===== src/rtl/core/pwt_pkg.sv =====
// Shared types, constants and helpers for the four-level page table walker.
// No dependencies; imported by every module of the walker except pwt_ram.
package pwt_pkg;

    // Table memory geometry
    localparam int TABLE_PAGES    = 64;
    localparam int IDX_W          = 9;
    localparam int WORDS_PER_PAGE = 1 << IDX_W;
    localparam int TABLE_WORDS    = TABLE_PAGES * WORDS_PER_PAGE;
    localparam int PAGE_W         = $clog2(TABLE_PAGES);
    localparam int WADDR_W        = PAGE_W + IDX_W;

    // Field widths
    localparam int ENTRY_W   = 64;
    localparam int VA_W      = 48;
    localparam int VPN_W     = VA_W - 12;
    localparam int WA_IN_W   = 15;
    localparam int ROOT_W    = 6;
    localparam int FRAME_W   = 40;
    localparam int FRAME_LSB = 12;
    localparam int SIZE_W    = 2;

    // Entry bits
    localparam int PRESENT_BIT   = 0;
    localparam int PAGE_SIZE_BIT = 7;

    // Configuration port
    localparam int PADDR_W = 3;
    localparam int PDATA_W = 32;
    localparam logic REG_ROOT_PAGE = 1'b0;

    // Item actions
    localparam logic ACT_WRITE  = 1'b0;
    localparam logic ACT_LOOKUP = 1'b1;

    // Page size codes
    localparam logic [SIZE_W-1:0] SIZE_NONE = 2'd0;
    localparam logic [SIZE_W-1:0] SIZE_4K   = 2'd1;
    localparam logic [SIZE_W-1:0] SIZE_2M   = 2'd2;
    localparam logic [SIZE_W-1:0] SIZE_1G   = 2'd3;

    // Walk levels, top table first
    typedef enum logic [1:0] {
        LVL_PML4,
        LVL_PDPT,
        LVL_PD,
        LVL_PT
    } level_t;

    // One request to the table memory port
    typedef struct packed {
        logic               rd_en;
        logic               wr_en;
        logic [WADDR_W-1:0] addr;
        logic [ENTRY_W-1:0] wdata;
    } ram_req_t;

    // Pick the 9-bit table index of a level out of the virtual page number
    function automatic logic [IDX_W-1:0] idx_of(input logic [VPN_W-1:0] vpn, input level_t lvl);
        logic [IDX_W-1:0] idx;
        case (lvl)
            LVL_PML4: idx = vpn[35:27];
            LVL_PDPT: idx = vpn[26:18];
            LVL_PD:   idx = vpn[17:9];
            default:  idx = vpn[8:0];
        endcase
        return idx;
    endfunction

    // True when a page number lies inside table memory
    function automatic logic page_ok(input logic [FRAME_W-1:0] frame);
        return frame < FRAME_W'(TABLE_PAGES);
    endfunction

endpackage


===== src/rtl/core/pwt_walk.sv =====
// Walk sequencer: takes write and lookup transactions, drives the table memory
// port and steps through the levels one read at a time. Depends on pwt_pkg.
module pwt_walk
    import pwt_pkg::*;
(
    input  logic               clk,
    input  logic               rst_n,
    input  logic               in_valid,
    output logic               in_ready,
    input  logic               action,
    input  logic [WA_IN_W-1:0] word_address,
    input  logic [ENTRY_W-1:0] write_data,
    input  logic [VA_W-1:0]    lookup_address,
    output logic               out_valid,
    input  logic               out_ready,
    output logic [ENTRY_W-1:0] leaf_entry,
    output logic [SIZE_W-1:0]  page_size_code,
    output logic               pointer_out_of_range,
    input  logic [ROOT_W-1:0]  root_page,
    output ram_req_t           ram_req,
    input  logic [ENTRY_W-1:0] ram_rdata
);

    typedef enum logic [1:0] {
        S_IDLE,
        S_WALK,
        S_DONE
    } state_t;

    state_t             state_reg,  state_next;
    level_t             level_reg,  level_next;
    logic [VPN_W-1:0]   vpn_reg,    vpn_next;
    logic [ENTRY_W-1:0] res_entry_reg, res_entry_next;
    logic [SIZE_W-1:0]  res_code_reg,  res_code_next;
    logic               res_oor_reg,   res_oor_next;
    logic               out_valid_reg, out_valid_next;
    logic [ENTRY_W-1:0] out_entry_reg, out_entry_next;
    logic [SIZE_W-1:0]  out_code_reg,  out_code_next;
    logic               out_oor_reg,   out_oor_next;

    logic               accept;
    logic               out_free;
    logic [FRAME_W-1:0] frame;
    logic [VPN_W-1:0]   in_vpn;
    level_t             level_inc;

    assign in_ready  = (state_reg == S_IDLE);
    assign accept    = in_valid && in_ready;
    assign out_free  = !out_valid_reg || out_ready;
    assign frame     = ram_rdata[FRAME_LSB +: FRAME_W];
    assign in_vpn    = lookup_address[VA_W-1 -: VPN_W];
    assign level_inc = level_t'(level_reg + 2'd1);

    assign out_valid            = out_valid_reg;
    assign leaf_entry           = out_entry_reg;
    assign page_size_code       = out_code_reg;
    assign pointer_out_of_range = out_oor_reg;

    // Next-state and memory request
    always_comb
    begin
        state_next     = state_reg;
        level_next     = level_reg;
        vpn_next       = vpn_reg;
        res_entry_next = res_entry_reg;
        res_code_next  = res_code_reg;
        res_oor_next   = res_oor_reg;
        out_valid_next = out_valid_reg && !out_ready;
        out_entry_next = out_entry_reg;
        out_code_next  = out_code_reg;
        out_oor_next   = out_oor_reg;
        ram_req        = '0;

        case (state_reg)
            S_IDLE:
            begin
                if (accept)
                begin
                    if (action == ACT_WRITE)
                    begin
                        // Store the entry; drop writes beyond table memory
                        ram_req.wr_en = (32'(word_address) < 32'(TABLE_WORDS));
                        ram_req.addr  = WADDR_W'(word_address);
                        ram_req.wdata = write_data;
                    end
                    else
                    begin
                        vpn_next   = in_vpn;
                        level_next = LVL_PML4;
                        if (page_ok(FRAME_W'(root_page)))
                        begin
                            // Read the top-level entry
                            ram_req.rd_en = 1'b1;
                            ram_req.addr  = {PAGE_W'(root_page), idx_of(in_vpn, LVL_PML4)};
                            state_next    = S_WALK;
                        end
                        else
                        begin
                            res_entry_next = '0;
                            res_code_next  = SIZE_NONE;
                            res_oor_next   = 1'b1;
                            state_next     = S_DONE;
                        end
                    end
                end
            end

            S_WALK:
            begin
                res_entry_next = '0;
                res_code_next  = SIZE_NONE;
                res_oor_next   = 1'b0;
                if (!ram_rdata[PRESENT_BIT])
                begin
                    state_next = S_DONE;
                end
                else if (level_reg == LVL_PDPT && ram_rdata[PAGE_SIZE_BIT])
                begin
                    res_entry_next = ram_rdata;
                    res_code_next  = SIZE_1G;
                    state_next     = S_DONE;
                end
                else if (level_reg == LVL_PD && ram_rdata[PAGE_SIZE_BIT])
                begin
                    res_entry_next = ram_rdata;
                    res_code_next  = SIZE_2M;
                    state_next     = S_DONE;
                end
                else if (level_reg == LVL_PT)
                begin
                    res_entry_next = ram_rdata;
                    res_code_next  = SIZE_4K;
                    state_next     = S_DONE;
                end
                else if (!page_ok(frame))
                begin
                    res_oor_next = 1'b1;
                    state_next   = S_DONE;
                end
                else
                begin
                    // Advance to the next-level table
                    ram_req.rd_en = 1'b1;
                    ram_req.addr  = {frame[PAGE_W-1:0], idx_of(vpn_reg, level_inc)};
                    level_next    = level_inc;
                end
            end

            S_DONE:
            begin
                // Hold the result until the output register is free
                if (out_free)
                begin
                    out_valid_next = 1'b1;
                    out_entry_next = res_entry_reg;
                    out_code_next  = res_code_reg;
                    out_oor_next   = res_oor_reg;
                    state_next     = S_IDLE;
                end
            end

            default:
            begin
                state_next = S_IDLE;
            end
        endcase
    end

    // State and registered outputs
    always_ff @(posedge clk or negedge rst_n)
    begin
        if (!rst_n)
        begin
            state_reg     <= S_IDLE;
            level_reg     <= LVL_PML4;
            out_valid_reg <= 1'b0;
        end
        else
        begin
            state_reg     <= state_next;
            level_reg     <= level_next;
            out_valid_reg <= out_valid_next;
        end
    end

    // Payload registers
    always_ff @(posedge clk)
    begin
        vpn_reg       <= vpn_next;
        res_entry_reg <= res_entry_next;
        res_code_reg  <= res_code_next;
        res_oor_reg   <= res_oor_next;
        out_entry_reg <= out_entry_next;
        out_code_reg  <= out_code_next;
        out_oor_reg   <= out_oor_next;
    end

endmodule


===== config.mk =====
export PLATFORM = sky130hd
export DESIGN_NAME = pwt_walk
export DESIGN_NICKNAME = d
export VERILOG_FILES = /design/src/rtl/core/pwt_pkg.sv /design/src/rtl/core/pwt_walk.sv
export SDC_FILE = /design/constraint.sdc
export NUM_CORES = 1
export LEC_CHECK = 0
export BUFFER_PORTS_ARGS = -buffer_cell sky130_fd_sc_hd__buf_2
export CAP_MARGIN = 20
export CORE_ASPECT_RATIO = 0.75
export CORE_MARGIN = 5
export CORE_UTILIZATION = 41
export CTS_CLUSTER_SIZE = 14
export DETAILED_ROUTE_END_ITERATION = 8
export PLACE_DENSITY_LB_ADDON = 0.3
export REMOVE_ABC_BUFFERS = 1
export SKIP_LAST_GASP = 1
export SYNTH_ARGS = -nofsm -noshare
export SYNTH_HDL_FRONTEND = slang
export SYNTH_SLANG_ARGS = --single-unit

===== constraint.sdc =====
create_clock -name clk -period 6.1 [get_ports clk]
set_clock_uncertainty 0.15 [all_clocks]
set_input_delay 1.22 -clock clk [delete_from_list [all_inputs] [get_ports clk]]
set_output_delay 1.22 -clock clk [all_outputs]
set_load 0.01 [all_outputs]

==> flow_summary.toml <==
[run_status]
status = "finished clean"

[synth]
yosysUniqueCellTypes = 28
synth_area_um2 = 6880
ys_warn_count = 0
synth_top_area_share = 0.742
synth-seq-cells = 175
synth-edff-count = 170
seq_area_frac_synth = 0.760
ys_top_cells_by_count = "edfxtp_1, and2_1, clkbuf_1"
postSynthAreaPerCell_um2 = 15.8
async_flop_share = 0.0286
ys.flop_type = "edfxtp_1"
synth.area.top_cells = "edfxtp_1, and2_1, mux2i_1"
synthCells = 435
yosysTopAreaCell = "edfxtp_1"
synth_most_common_cell = "edfxtp_1"

[detailed_routing]
drc = 0
wl_per_cell_um = 18.7
ant_nets = 0
vias = 4908
drt-total-wl_um = 18800
dr.pass1.iters = 5
post_drt_via_cell_ratio = 4.89
drt_iter0_markers = 308

[setup_path]
cp_max_fo = 13
crit_arrival_ns = 3.38
worstReg2RegEnd = "level_reg[0]"
start_kind = "primary input"
critPathTopFamily = "simple AND/OR/NAND/NOR gates"
worstSetupStartpoint = "ram_rdata[40]"
critPathMaxStageDelay_ns = 0.89
crit_top_cell = "buf_2"
r2r_slack_ns = 3.42
r2r_cells = 6
slowest_stage = "or4_1"
critical_path_class = "in -> out"
critPathCaptureType = "primary output"
r2r_start = "level_reg[1]"
path_cells = "buf_2 > nor4_1 > nand4_1 > or4_1 > o22ai_1 > buf_2"
worst-path-buf-inv = 2
required_ns = 4.73

[place]
place_ws_ns = 1.37
placed_cells = 971
hpwl_um = 14400
routabilityCongestion = 0.855
portBuffers = 339

[clocking]
cts_sinks = 175
cts_setup_buffers = 0
clkLatencyLatePin_ns = 0.42
path_clk_slew_ns = 0.07
cts_resized = 0
cts_tree = "done"
clk_path_buf_depth = 2
cts.hold.buffers_added = 0
h-tree-depth = 4
numCtsBuffers = 17
clockRootBuffer = "clkbuf_16"

[grt]
grt_usage = 0.187
grt_max_degree = 69
gr-total-overflow = 0
grt_antenna_before_repair = 3
met2_usage = 0.320
grtUsageMet3 = 0.0707
grt_first_pass_wirelength_um = 27700
grt_pass1_vias = 5117
gr-usage-met1 = 0.222
top_usage_layer = "met2"

[die]
dieWidth_um = 160
die_h_um = 122
floorplan.initialDensity = 0.413
die-area_um2 = 19500
num_rows = 41
ios = 352
core_um2 = 16700

[finish]
stdcell_count = 1004
drive_above_1_share = 0.485
fin_nets = 983
area_delta_synth_final_pct = 37.1

[hold_path]
whs_endpoint = "leaf_entry[17]"
min_from = "res_entry_reg[17]"
worstHoldPathType = "reg -> reg"
hold_depth = 0

[timing]
period_share = 0.779
rsz0062_at_grt = "no"
fin_setup_tns_ns = 0
drv_slew = 0
final_hold_viol_count = 0
timing.final.ws_setup_ns = 1.35
max_freq_mhz = 211
tightest_slew_ns = 0.996
max-slew-margin-rel = 0.336
min_period_ns = 4.75
setup_violations = 0

[pwr]
power_leakage_nw = 4.09
peakVddDrop_v = 0.000218
total_power_mw = 3.30
power.density_nw_per_um2 = 350

[flow_run]
drv_cap = 0
-- worst max-delay path by stage --
stage,cells after the start,slack (ns),to
global route,6,1.25,ram_req[65]
global placement,6,1.36,ram_req[66]
finish,6,1.35,ram_req[69]
CTS,6,1.36,ram_req[66]
floorplan,2,-0.83,leaf_entry[0]
detailed placement,6,1.37,ram_req[66]
-- power breakdown --
part	total [mW]	internal [mW]	leakage (nW)	switching, mW
Sequential	1.63	1.57	1.64	0.0531
Clock	1.12	0.628	0.304	0.493
Combinational	0.555	0.202	2.15	0.353
Total	3.30	2.40	4.09	0.900
-- cell type report --
| type | instances | area (µm²) |
|---|---|---|
| fill | 1357 | 7240 |
| sequential | 175 | 5230 |
| timing repair buffer | 344 | 1730 |
| multi-input combinational | 233 | 1560 |
| clock buffer | 17 | 425 |
| tap | 215 | 269 |
| clock inverter | 15 | 196 |
| inverter | 4 | 15.0 |
| antenna | 1 | 2.50 |
-- per-layer routing --
layer  up-vias  part of all wire
met5         -           0.00059
li1       2284                 -
met4         2             0.019
met3        20             0.088
met1      2370              0.38
met2       232              0.52
-- cells by family after synthesis --
kind of cell             count (synthesis)  share of synthesized area
AO/OA/AOI/OAI                           42                     0.0429
buffers and inverters                   27                     0.0160
AND/OR/NAND/NOR                        169                      0.147
adder cells (fa/ha/maj)                  6                     0.0109
multiplexers                            16                     0.0233
flip-flops                             175                      0.760
-- cells in the final DEF, fill, tap and decap left out, types with 2 or more instances in the layout --
cell       count
nand2_1        7
o2bb2ai_1      6
and2_1       127
clkinv_8       3
o22ai_1       10
inv_6          7
nand4_1        2
mux2i_1       16
a222oi_1       9
nor2_1        13
inv_8          2
nor4_1         7
nor2b_1        2
inv_1          4
buf_4          5
ha_1           6
edfxtp_1     170
a21oi_1       11
o21ai_0        4
clkbuf_16     17
bufinv_16      2
dfrtp_1        5
buf_2        339
nand3_1        2
-- worst register-to-register path: stages (launching register included) --
cell,delay [ns]
dfrtp_1,0.45
inv_1,0.10
ha_1,0.38
o21ai_0,0.30
nand3_1,0.14
or4_1,0.80
o22ai_1,0.29
-- through the flow --
| stage | util | hold slack, ns | cell area, µm² |
|---|---|---|---|
| after floorplan | - | 0.250 | 6790 |
| after global placement | 0.528 | 0.250 | 8810 |
| after detailed placement | 0.528 | 0.255 | 8810 |
| after CTS | 0.566 | 0.270 | 9430 |
| after global routing | 0.566 | 0.274 | 9440 |
| final | 0.566 | 0.267 | 9440 |
Note: power is estimated with default switching activity, not from simulation.
