$ cat config.mk
export PLATFORM = sky130hd
export DESIGN_NAME = pwt_cfg
export DESIGN_NICKNAME = d
export VERILOG_FILES = /design/src/rtl/core/pwt_pkg.sv /design/src/rtl/core/pwt_cfg.sv
export SDC_FILE = /design/constraint.sdc
export NUM_CORES = 1
export LEC_CHECK = 0
export ABC_AREA = 1
export BUFFER_PORTS_ARGS = -buffer_cell sky130_fd_sc_hd__clkbuf_2
export CORE_ASPECT_RATIO = 1.2
export CORE_UTILIZATION = 28
export DETAILED_ROUTE_END_ITERATION = 8
export PLACE_DENSITY_LB_ADDON = 0.2
export SLEW_MARGIN = 40
export SYNTH_ARGS = -nofsm -noshare
export SYNTH_HDL_FRONTEND = slang
export SYNTH_SLANG_ARGS = --single-unit
$ cat constraint.sdc
create_clock -name clk -period 0.8 [get_ports clk]
set_clock_uncertainty 0.15 [all_clocks]
set_input_delay 0.08 -clock clk [delete_from_list [all_inputs] [get_ports clk]]
set_output_delay 0.08 -clock clk [all_outputs]
set_load 0.005 [all_outputs]
$ cat src/rtl/core/pwt_pkg.sv
// Shared types, constants and helpers for the four-level page table walker.
// No dependencies; imported by every module of the walker except pwt_ram.
package pwt_pkg;

    // Table memory geometry
    localparam int TABLE_PAGES    = 64;
    localparam int IDX_W          = 9;
    localparam int WORDS_PER_PAGE = 1 << IDX_W;
    localparam int TABLE_WORDS    = TABLE_PAGES * WORDS_PER_PAGE;
    localparam int PAGE_W         = $clog2(TABLE_PAGES);
    localparam int WADDR_W        = PAGE_W + IDX_W;

    // Field widths
    localparam int ENTRY_W   = 64;
    localparam int VA_W      = 48;
    localparam int VPN_W     = VA_W - 12;
    localparam int WA_IN_W   = 15;
    localparam int ROOT_W    = 6;
    localparam int FRAME_W   = 40;
    localparam int FRAME_LSB = 12;
    localparam int SIZE_W    = 2;

    // Entry bits
    localparam int PRESENT_BIT   = 0;
    localparam int PAGE_SIZE_BIT = 7;

    // Configuration port
    localparam int PADDR_W = 3;
    localparam int PDATA_W = 32;
    localparam logic REG_ROOT_PAGE = 1'b0;

    // Item actions
    localparam logic ACT_WRITE  = 1'b0;
    localparam logic ACT_LOOKUP = 1'b1;

    // Page size codes
    localparam logic [SIZE_W-1:0] SIZE_NONE = 2'd0;
    localparam logic [SIZE_W-1:0] SIZE_4K   = 2'd1;
    localparam logic [SIZE_W-1:0] SIZE_2M   = 2'd2;
    localparam logic [SIZE_W-1:0] SIZE_1G   = 2'd3;

    // Walk levels, top table first
    typedef enum logic [1:0] {
        LVL_PML4,
        LVL_PDPT,
        LVL_PD,
        LVL_PT
    } level_t;

    // One request to the table memory port
    typedef struct packed {
        logic               rd_en;
        logic               wr_en;
        logic [WADDR_W-1:0] addr;
        logic [ENTRY_W-1:0] wdata;
    } ram_req_t;

    // Pick the 9-bit table index of a level out of the virtual page number
    function automatic logic [IDX_W-1:0] idx_of(input logic [VPN_W-1:0] vpn, input level_t lvl);
        logic [IDX_W-1:0] idx;
        case (lvl)
            LVL_PML4: idx = vpn[35:27];
            LVL_PDPT: idx = vpn[26:18];
            LVL_PD:   idx = vpn[17:9];
            default:  idx = vpn[8:0];
        endcase
        return idx;
    endfunction

    // True when a page number lies inside table memory
    function automatic logic page_ok(input logic [FRAME_W-1:0] frame);
        return frame < FRAME_W'(TABLE_PAGES);
    endfunction

endpackage

$ cat src/rtl/core/pwt_cfg.sv
// APB-style register file of the walker: holds the root page register.
// Depends on pwt_pkg for the port widths and register index.
module pwt_cfg
    import pwt_pkg::*;
(
    input  logic               clk,
    input  logic               rst_n,
    input  logic               psel,
    input  logic               penable,
    input  logic               pwrite,
    input  logic [PADDR_W-1:0] paddr,
    input  logic [PDATA_W-1:0] pwdata,
    output logic [PDATA_W-1:0] prdata,
    output logic               pready,
    output logic [ROOT_W-1:0]  root_page
);

    logic [ROOT_W-1:0] root_page_reg;
    logic [ROOT_W-1:0] root_page_next;
    logic              reg_index;

    assign reg_index = paddr[2];
    assign pready    = 1'b1;
    assign root_page = root_page_reg;

    // Take the root page on a completed write transaction to its address
    always_comb
    begin
        root_page_next = root_page_reg;
        if (psel && penable && pwrite && reg_index == REG_ROOT_PAGE)
        begin
            root_page_next = pwdata[ROOT_W-1:0];
        end
    end

    always_ff @(posedge clk or negedge rst_n)
    begin
        if (!rst_n)
        begin
            root_page_reg <= '0;
        end
        else
        begin
            root_page_reg <= root_page_next;
        end
    end

    // Read back; unknown addresses read as zero
    always_comb
    begin
        prdata = '0;
        if (reg_index == REG_ROOT_PAGE)
        begin
            prdata = PDATA_W'(root_page_reg);
        end
    end

endmodule

==> impl_metrics.csv, run 1 <==
group,metric,value,unit
status,outcome,"finished, violations left",
status,violations,"negative hold slack, negative setup slack",
power,p_switching,334.4,uW
sta,max_clock_freq,907.1,MHz
sta,tns,-3.285,ns
clock_network,tritoncts,"built",
power,p_leak,0.0004512,uW
detailed_routing,drtPass1Iterations,1,
critical_path,critPathMaxStageDelay,0.37,ns
power,p_per_area,1631,nW/um^2
critical_path,worstSetupPathType,"reg -> out",
power,power_frac_clock,25.1,%
detailed_routing,routed_wl,838,microns
detailed_routing,ant_nets,0,
flow_run,cap_viol_max_count,0,
cells_and_area,largest_reg_flops,6,
clock_network,clock-sinks,6,
logic_synthesis,ys_types,9,
floorplanning,start_util,30.58,%
hold_path,worst_hold_path_type,"in -> reg",
cells_and_area,nets,147,
floorplanning,row_count,16,
sta,timing.hold.ws,-0.08663,ns
detailed_routing,viasPerCell,3.496,
clock_network,cts_buffer_depth,2,
clock_network,clk_latency,0.24,ns
grt,overflow,0,
floorplanning,coreArea,1682,sq um
sta,rsz0062_at_grt,"yes",
floorplanning,die_area,2013,sq um
sta,setup_slack,-0.3024,ns
logic_synthesis,netlist_area,514.2,sq um
critical_path,crit_path_cell_trace,"inv_1 -> nor2_1 -> buf_2",
clock_network,cts-hold-fix-buffers,1,
sta,finalCriticalPeriod,1.102,ns
power,swShare,30.18,%
critical_path,critPathTopFamily,"flip-flops",
critical_path,crit_fanout,3,
sta,finalSetupViolations,18,
detailed_routing,routedWlPerCell,6.813,microns
sta,drv_slew,0,
power,intPower,773.6,uW
critical_path,cp.required,0.57,ns
cells_and_area,drive_gt1_share,40.00,%
critical_path,crit_path_end_kind,"output pin",
floorplanning,die_w,41.12,microns
sta,hold_viol,6,
cells_and_area,fin_area,679.4,sq um
clock_network,htreeDepth,1,
detailed_routing,drc,0,
cells_and_area,fillCellCount,186,
grt,grt_pass1_vias,303,
clock_network,cts_buffers,3,
detailed_routing,drtIter0Drc,0,
placement,dp_hpwl,696.8,microns
placement,gp_congestion,0.6926,
detailed_routing,via_count,430,
grt,grt_max_degree,8,
logic_synthesis,netlist_instances,70,
cells_and_area,final_cells,123,
placement,dp_cells,112,
critical_path,cp.arrival,0.87,ns
logic_synthesis,avgSynthCellArea,7.346,sq um
sta,period_share,137.8,%
power,ir_drop,0.5652,mV
placement,buffer_ports.inserted,23,
critical_path,slowest_stage,"dfrtp_1",
clock_network,clk_pin_slew,0.04,ns
logic_synthesis,seq_area_frac_synth,29.20,%
grt,groute.usage.overall,8.426,%
cells_and_area,register_area,150.1,sq um
grt,grt_pass1_wl,1.131,mm
cells_and_area,fin_util,40.40,%
floorplanning,die_h,48.95,microns
critical_path,start_kind,"flip-flop",
power,power,1108,uW
cells_and_area,area_growth,32.12,%
power,pwr-share-comb,38.1,%
power,pwr-share-seq,36.7,%
logic_synthesis,ys_ff_latch,6,
cells_and_area,antenna_cells,0,
logic_synthesis,ys_warn_count,0,
cells_and_area,multiInputGateArea,235.2,sq um
critical_path,crit_buf_inv,2,
grt,antenna_found_initial,0,
floorplanning,pin_count,79,
placement,placed_area,565.5,sq um
clock_network,cts_root_buf,"clkbuf_4",
==> placed cells by master (no fill, tap or decap), drive strengths merged <==
cell type and count:
conb 27, nand2 14, dfrtp 6, nand3 6, buf 17, dlygate4sd3 1
inv 8, nor2 7, clkbuf 19
==> area by class of cell <==
class | count | share of cell area, %
timing repair buffer | 34 | 32.23
inverter | 8 | 4.420
clock buffer | 3 | 3.315
multi-input combinational | 54 | 34.62
tap | 18 | 3.315
sequential | 6 | 22.10
==> logic make-up (layout without fill, tap and decap cells) <==
logic type / Yosys count / after routing / synth area share (%)
flip-flops: 6 / 6 / 29.20
other: 2 / 27 / 1.460
buffers and inverters: 35 / 45 / 45.25
AND/OR/NAND/NOR: 27 / 27 / 24.09
==> Yosys cell counts, drive strengths merged <==
cell type  count  share of area [%]
nor2           7                6.6
dfrtp          6                 29
nand3          6                5.8
buf           27                 39
nand2         14                 12
conb           2                1.5
inv            8                5.8
==> routing by layer <==
| metal | vias to the layer above | part of all wire, % | track usage (%) |
|---|---|---|---|
| met4 | 0 | 2.0 | 6.452 |
| met3 | 2 | 13 | 2.740 |
| li1 | 222 | - | - |
| met2 | 38 | 47 | 13.02 |
| met5 | - | 0 | 0 |
| met1 | 168 | 38 | 8.671 |
==> power groups by stage <==
| stage | logic [uW] | clock network (uW) | registers (uW) |
|---|---|---|---|
| CTS | 356 | 286 | 405 |
| global placement | 276 | 0 | 410 |
| floorplan | 223 | 0 | 411 |
| finish | 423 | 278 | 407 |
| detailed placement | 277 | 0 | 413 |
| global route | 485 | 299 | 417 |
==> timing repair <==
item                                    4_1_cts  5_1_grt
setup buffers                                 5        3
pin swaps                                     0        1
endpoints found under the hold margin        12        6
endpoints found under the setup margin       12       17
resized for setup                             1       15
==> through the flow <==
| step | hold WS, ns | setup slack, ns |
|---|---|---|
| floorplan | -0.3656 | 0.05178 |
| CTS | -0.08643 | -0.2980 |
| global route | -0.07074 | -0.3656 |
| detailed placement | -0.2368 | -0.08198 |
| finish | -0.08663 | -0.3024 |
| global placement | -0.2408 | -0.07291 |
==> worst paths after layout <==
path | start | to | slack (ns) | cells after the start
worst min-delay path | pwdata[4] | root_page[4]$_DFFE_PN0P_ | -0.09 | 3
worst max register to register | root_page[2]$_DFFE_PN0P_ | root_page[2]$_DFFE_PN0P_ | -0.15 | 4
min in group asynchronous | rst_n | root_page[0]$_DFFE_PN0P_ | 0.05 | 2
max in group asynchronous | rst_n | root_page[3]$_DFFE_PN0P_ | 0.31 | 2
worst min register to register | root_page[3]$_DFFE_PN0P_ | root_page[3]$_DFFE_PN0P_ | 0.43 | 3
worst max-delay path | root_page[1]$_DFFE_PN0P_ | prdata[1] | -0.30 | 3
==> worst register-to-register path: stages, from the launching register on <==
cell and delay (ns):
dfrtp_1 0.38, buf_6 0.12, buf_6 0.10, nand2_2 0.05, nand2_1 0.04
Power figures use the tool's default switching activity.
==> run 2, diff against run 1 <==
--- a/config.mk
+++ b/config.mk
@@ -6,10 +6,10 @@
 export NUM_CORES = 1
 export LEC_CHECK = 0
 export ABC_AREA = 1
-export BUFFER_PORTS_ARGS = -buffer_cell sky130_fd_sc_hd__clkbuf_2
-export CORE_ASPECT_RATIO = 1.2
-export CORE_UTILIZATION = 28
+export CORE_MARGIN = 1.5
+export CORE_UTILIZATION = 35
 export DETAILED_ROUTE_END_ITERATION = 8
+export DONT_BUFFER_PORTS = 1
 export PLACE_DENSITY_LB_ADDON = 0.2
 export SLEW_MARGIN = 40
 export SYNTH_ARGS = -nofsm -noshare
==> run 2 against run 1 <==
  * The flow still finishes with violations (negative hold slack, negative setup slack)
  * Non-clock buffer count is 17 lower
  * Clock-buffer cell count stayed put
  * Global-route usage is 2.1 points higher
  * Core utilization is 7.1 points higher
  * Die area is 15% lower
  * Sequential cell count stayed put
  * Critical path type unchanged
==> impl_metrics.csv, run 2 (synthesis gave the netlist of run 1 again) <==
group,metric,value,unit
sta,timing.hold.ws,-0.1229,ns
critical_path,start_kind,"flip-flop",
cells_and_area,antenna_cells,0,
grt,grt_pass1_wl,1.117,mm
status,violations,"negative hold slack, negative setup slack",
status,outcome,"finished, violations left",
cells_and_area,fillCellCount,138,
power,intPower,744.1,uW
cells_and_area,drive_gt1_share,27.27,%
critical_path,crit_path_end_kind,"output pin",
sta,period_share,126.0,%
critical_path,crit_fanout,3,
cells_and_area,register_area,150.1,sq um
sta,finalSetupViolations,15,
hold_path,holdPathStages,3,
detailed_routing,drtPass1Iterations,2,
detailed_routing,routed_wl,806,microns
flow_run,cap_viol_max_count,0,
power,p_per_area,1686,nW/um^2
floorplanning,coreArea,1334,sq um
floorplanning,die_area,1708,sq um
hold_path,worst_hold_path_type,"in -> reg",
cells_and_area,nets,130,
clock_network,cts_buffers,3,
sta,max_clock_freq,992.0,MHz
hold_path,holdPathEnd,"root_page[5]$_DFFE_PN0P_",
clock_network,htreeDepth,1,
grt,grt_max_degree,8,
placement,dp_hpwl,611.6,microns
sta,setup_slack,-0.2080,ns
detailed_routing,drc,0,
floorplanning,die_h,41.33,microns
cells_and_area,multiInputGateArea,247.7,sq um
clock_network,cts_buffer_depth,2,
power,ir_drop,0.7680,mV
power,pwr-share-seq,38.6,%
critical_path,cp.required,0.57,ns
clock_network,clk_latency,0.24,ns
detailed_routing,via_count,379,
sta,drv_slew,0,
critical_path,worstSetupPathType,"reg -> out",
clock_network,clock-sinks,6,
sta,hold_viol,9,
power,power_frac_clock,25.8,%
clock_network,clk_pin_slew,0.05,ns
clock_network,cts-hold-fix-buffers,7,
critical_path,r2r-start,"root_page[0]$_DFFE_PN0P_",
power,p_leak,0.0003729,uW
floorplanning,start_util,38.56,%
critical_path,r2r-end,"root_page[0]$_DFFE_PN0P_",
floorplanning,die_w,41.33,microns
critical_path,reg2reg_slack,-0.19,ns
clock_network,cts_root_buf,"clkbuf_4",
floorplanning,pin_count,79,
power,pwr-share-comb,35.7,%
detailed_routing,viasPerCell,3.680,
grt,overflow,0,
grt,groute.usage.overall,10.53,%
power,p_switching,323.0,uW
placement,buffer_ports.inserted,0,
critical_path,cp.arrival,0.78,ns
clock_network,tritoncts,"built",
grt,grt_pass1_vias,279,
placement,dp_slack,0.02282,ns
detailed_routing,ant_nets,0,
detailed_routing,routedWlPerCell,7.825,microns
sta,rsz0062_at_grt,"yes",
sta,tns,-2.690,ns
grt,antenna_found_initial,0,
power,swShare,30.27,%
cells_and_area,layout_common_cells,"27 x conb_1, 10 x nand2_1, 8 x inv_1",
placement,gp_congestion,0.5958,
hold_path,worstHoldStart,"paddr[2]",
floorplanning,row_count,13,
detailed_routing,drtIter0Drc,1,
cells_and_area,area_growth,23.11,%
cells_and_area,final_common_cell,"conb_1",
critical_path,rr_worst_depth,4,
cells_and_area,largest_reg_flops,6,
sta,finalCriticalPeriod,1.008,ns
-- run 2: cell count changes in the layout (fill, tap and decap cells not counted) --
cell and change:
clkbuf_2 -16, nand2_1 +1, buf_2 -7, nor2_1 -6, nor2_2 +6, dlygate4sd3_1 +6, nand2_2 -1
-- run 2: repair_timing --
item / 4_1_cts / 5_1_grt
hold endpoints to repair: 12 / 6
resized for setup: 8 / 6
endpoints found under the setup margin: 12 / 15
setup buffers: 3 / 1
pin swaps: 0 / 1
-- run 2: per-layer routing --
layer / wire length (microns) / track usage [%]
met5: 0 / 0
met4: 0 / 9.677
met3: 73 / 1.596
met2: 438 / 16.80
met1: 294 / 11.96
-- run 2: how the worst max path moves through the flow --
stage / startpoint / slack [ns] / cells after the start / end
6_report: root_page[4]$_DFFE_PN0P_ / -0.21 / 2 / prdata[4]
5_1_grt: root_page[3]$_DFFE_PN0P_ / -0.25 / 2 / prdata[3]
4_1_cts: root_page[5]$_DFFE_PN0P_ / -0.22 / 1 / root_page[5]
3_5_place_dp: pwrite / 0.02 / 5 / root_page[4]$_DFFE_PN0P_
3_3_place_gp: psel / 0.02 / 5 / root_page[4]$_DFFE_PN0P_
2_1_floorplan: root_page[0]$_DFFE_PN0P_ / 0.05 / 2 / root_page[0]$_DFFE_PN0P_
-- run 2: power groups by stage --
stage               Combinational, uW  Clock (uW)  Sequential, uW
detailed placement                234           0             412
CTS                               338         288             408
global route                      430         299             418
finish                            380         275             412
floorplan                         223           0             411
global placement                  232           0             411
-- run 2: final cells by class --
| class | instances | area share [%] |
|---|---|---|
| tap | 15 | 2.964 |
| sequential | 6 | 23.72 |
| multi-input combinational | 54 | 39.13 |
| inverter | 8 | 4.743 |
| timing repair buffer | 17 | 25.89 |
| clock buffer | 3 | 3.557 |
-- run 2: worst max-delay path, cell delays in order (launching register included) --
cell and delay [ns]:
dfrtp_1 0.38, inv_1 0.06, nor2_2 0.10
-- run 2: per-stage QoR --
stage	cell area [sq um]	hold slack, ns	util (%)	total power [uW]	std cells
2_1_floorplan	608.1	-0.3656	-	633.2	95
3_3_place_gp	469.2	-0.3654	35.18	643.4	89
3_5_place_dp	469.2	-0.3654	35.18	645.1	89
4_1_cts	606.8	-0.1316	45.50	1034	102
5_1_grt	633.1	-0.1141	47.47	1147	103
6_report	633.1	-0.1229	47.47	1067	103
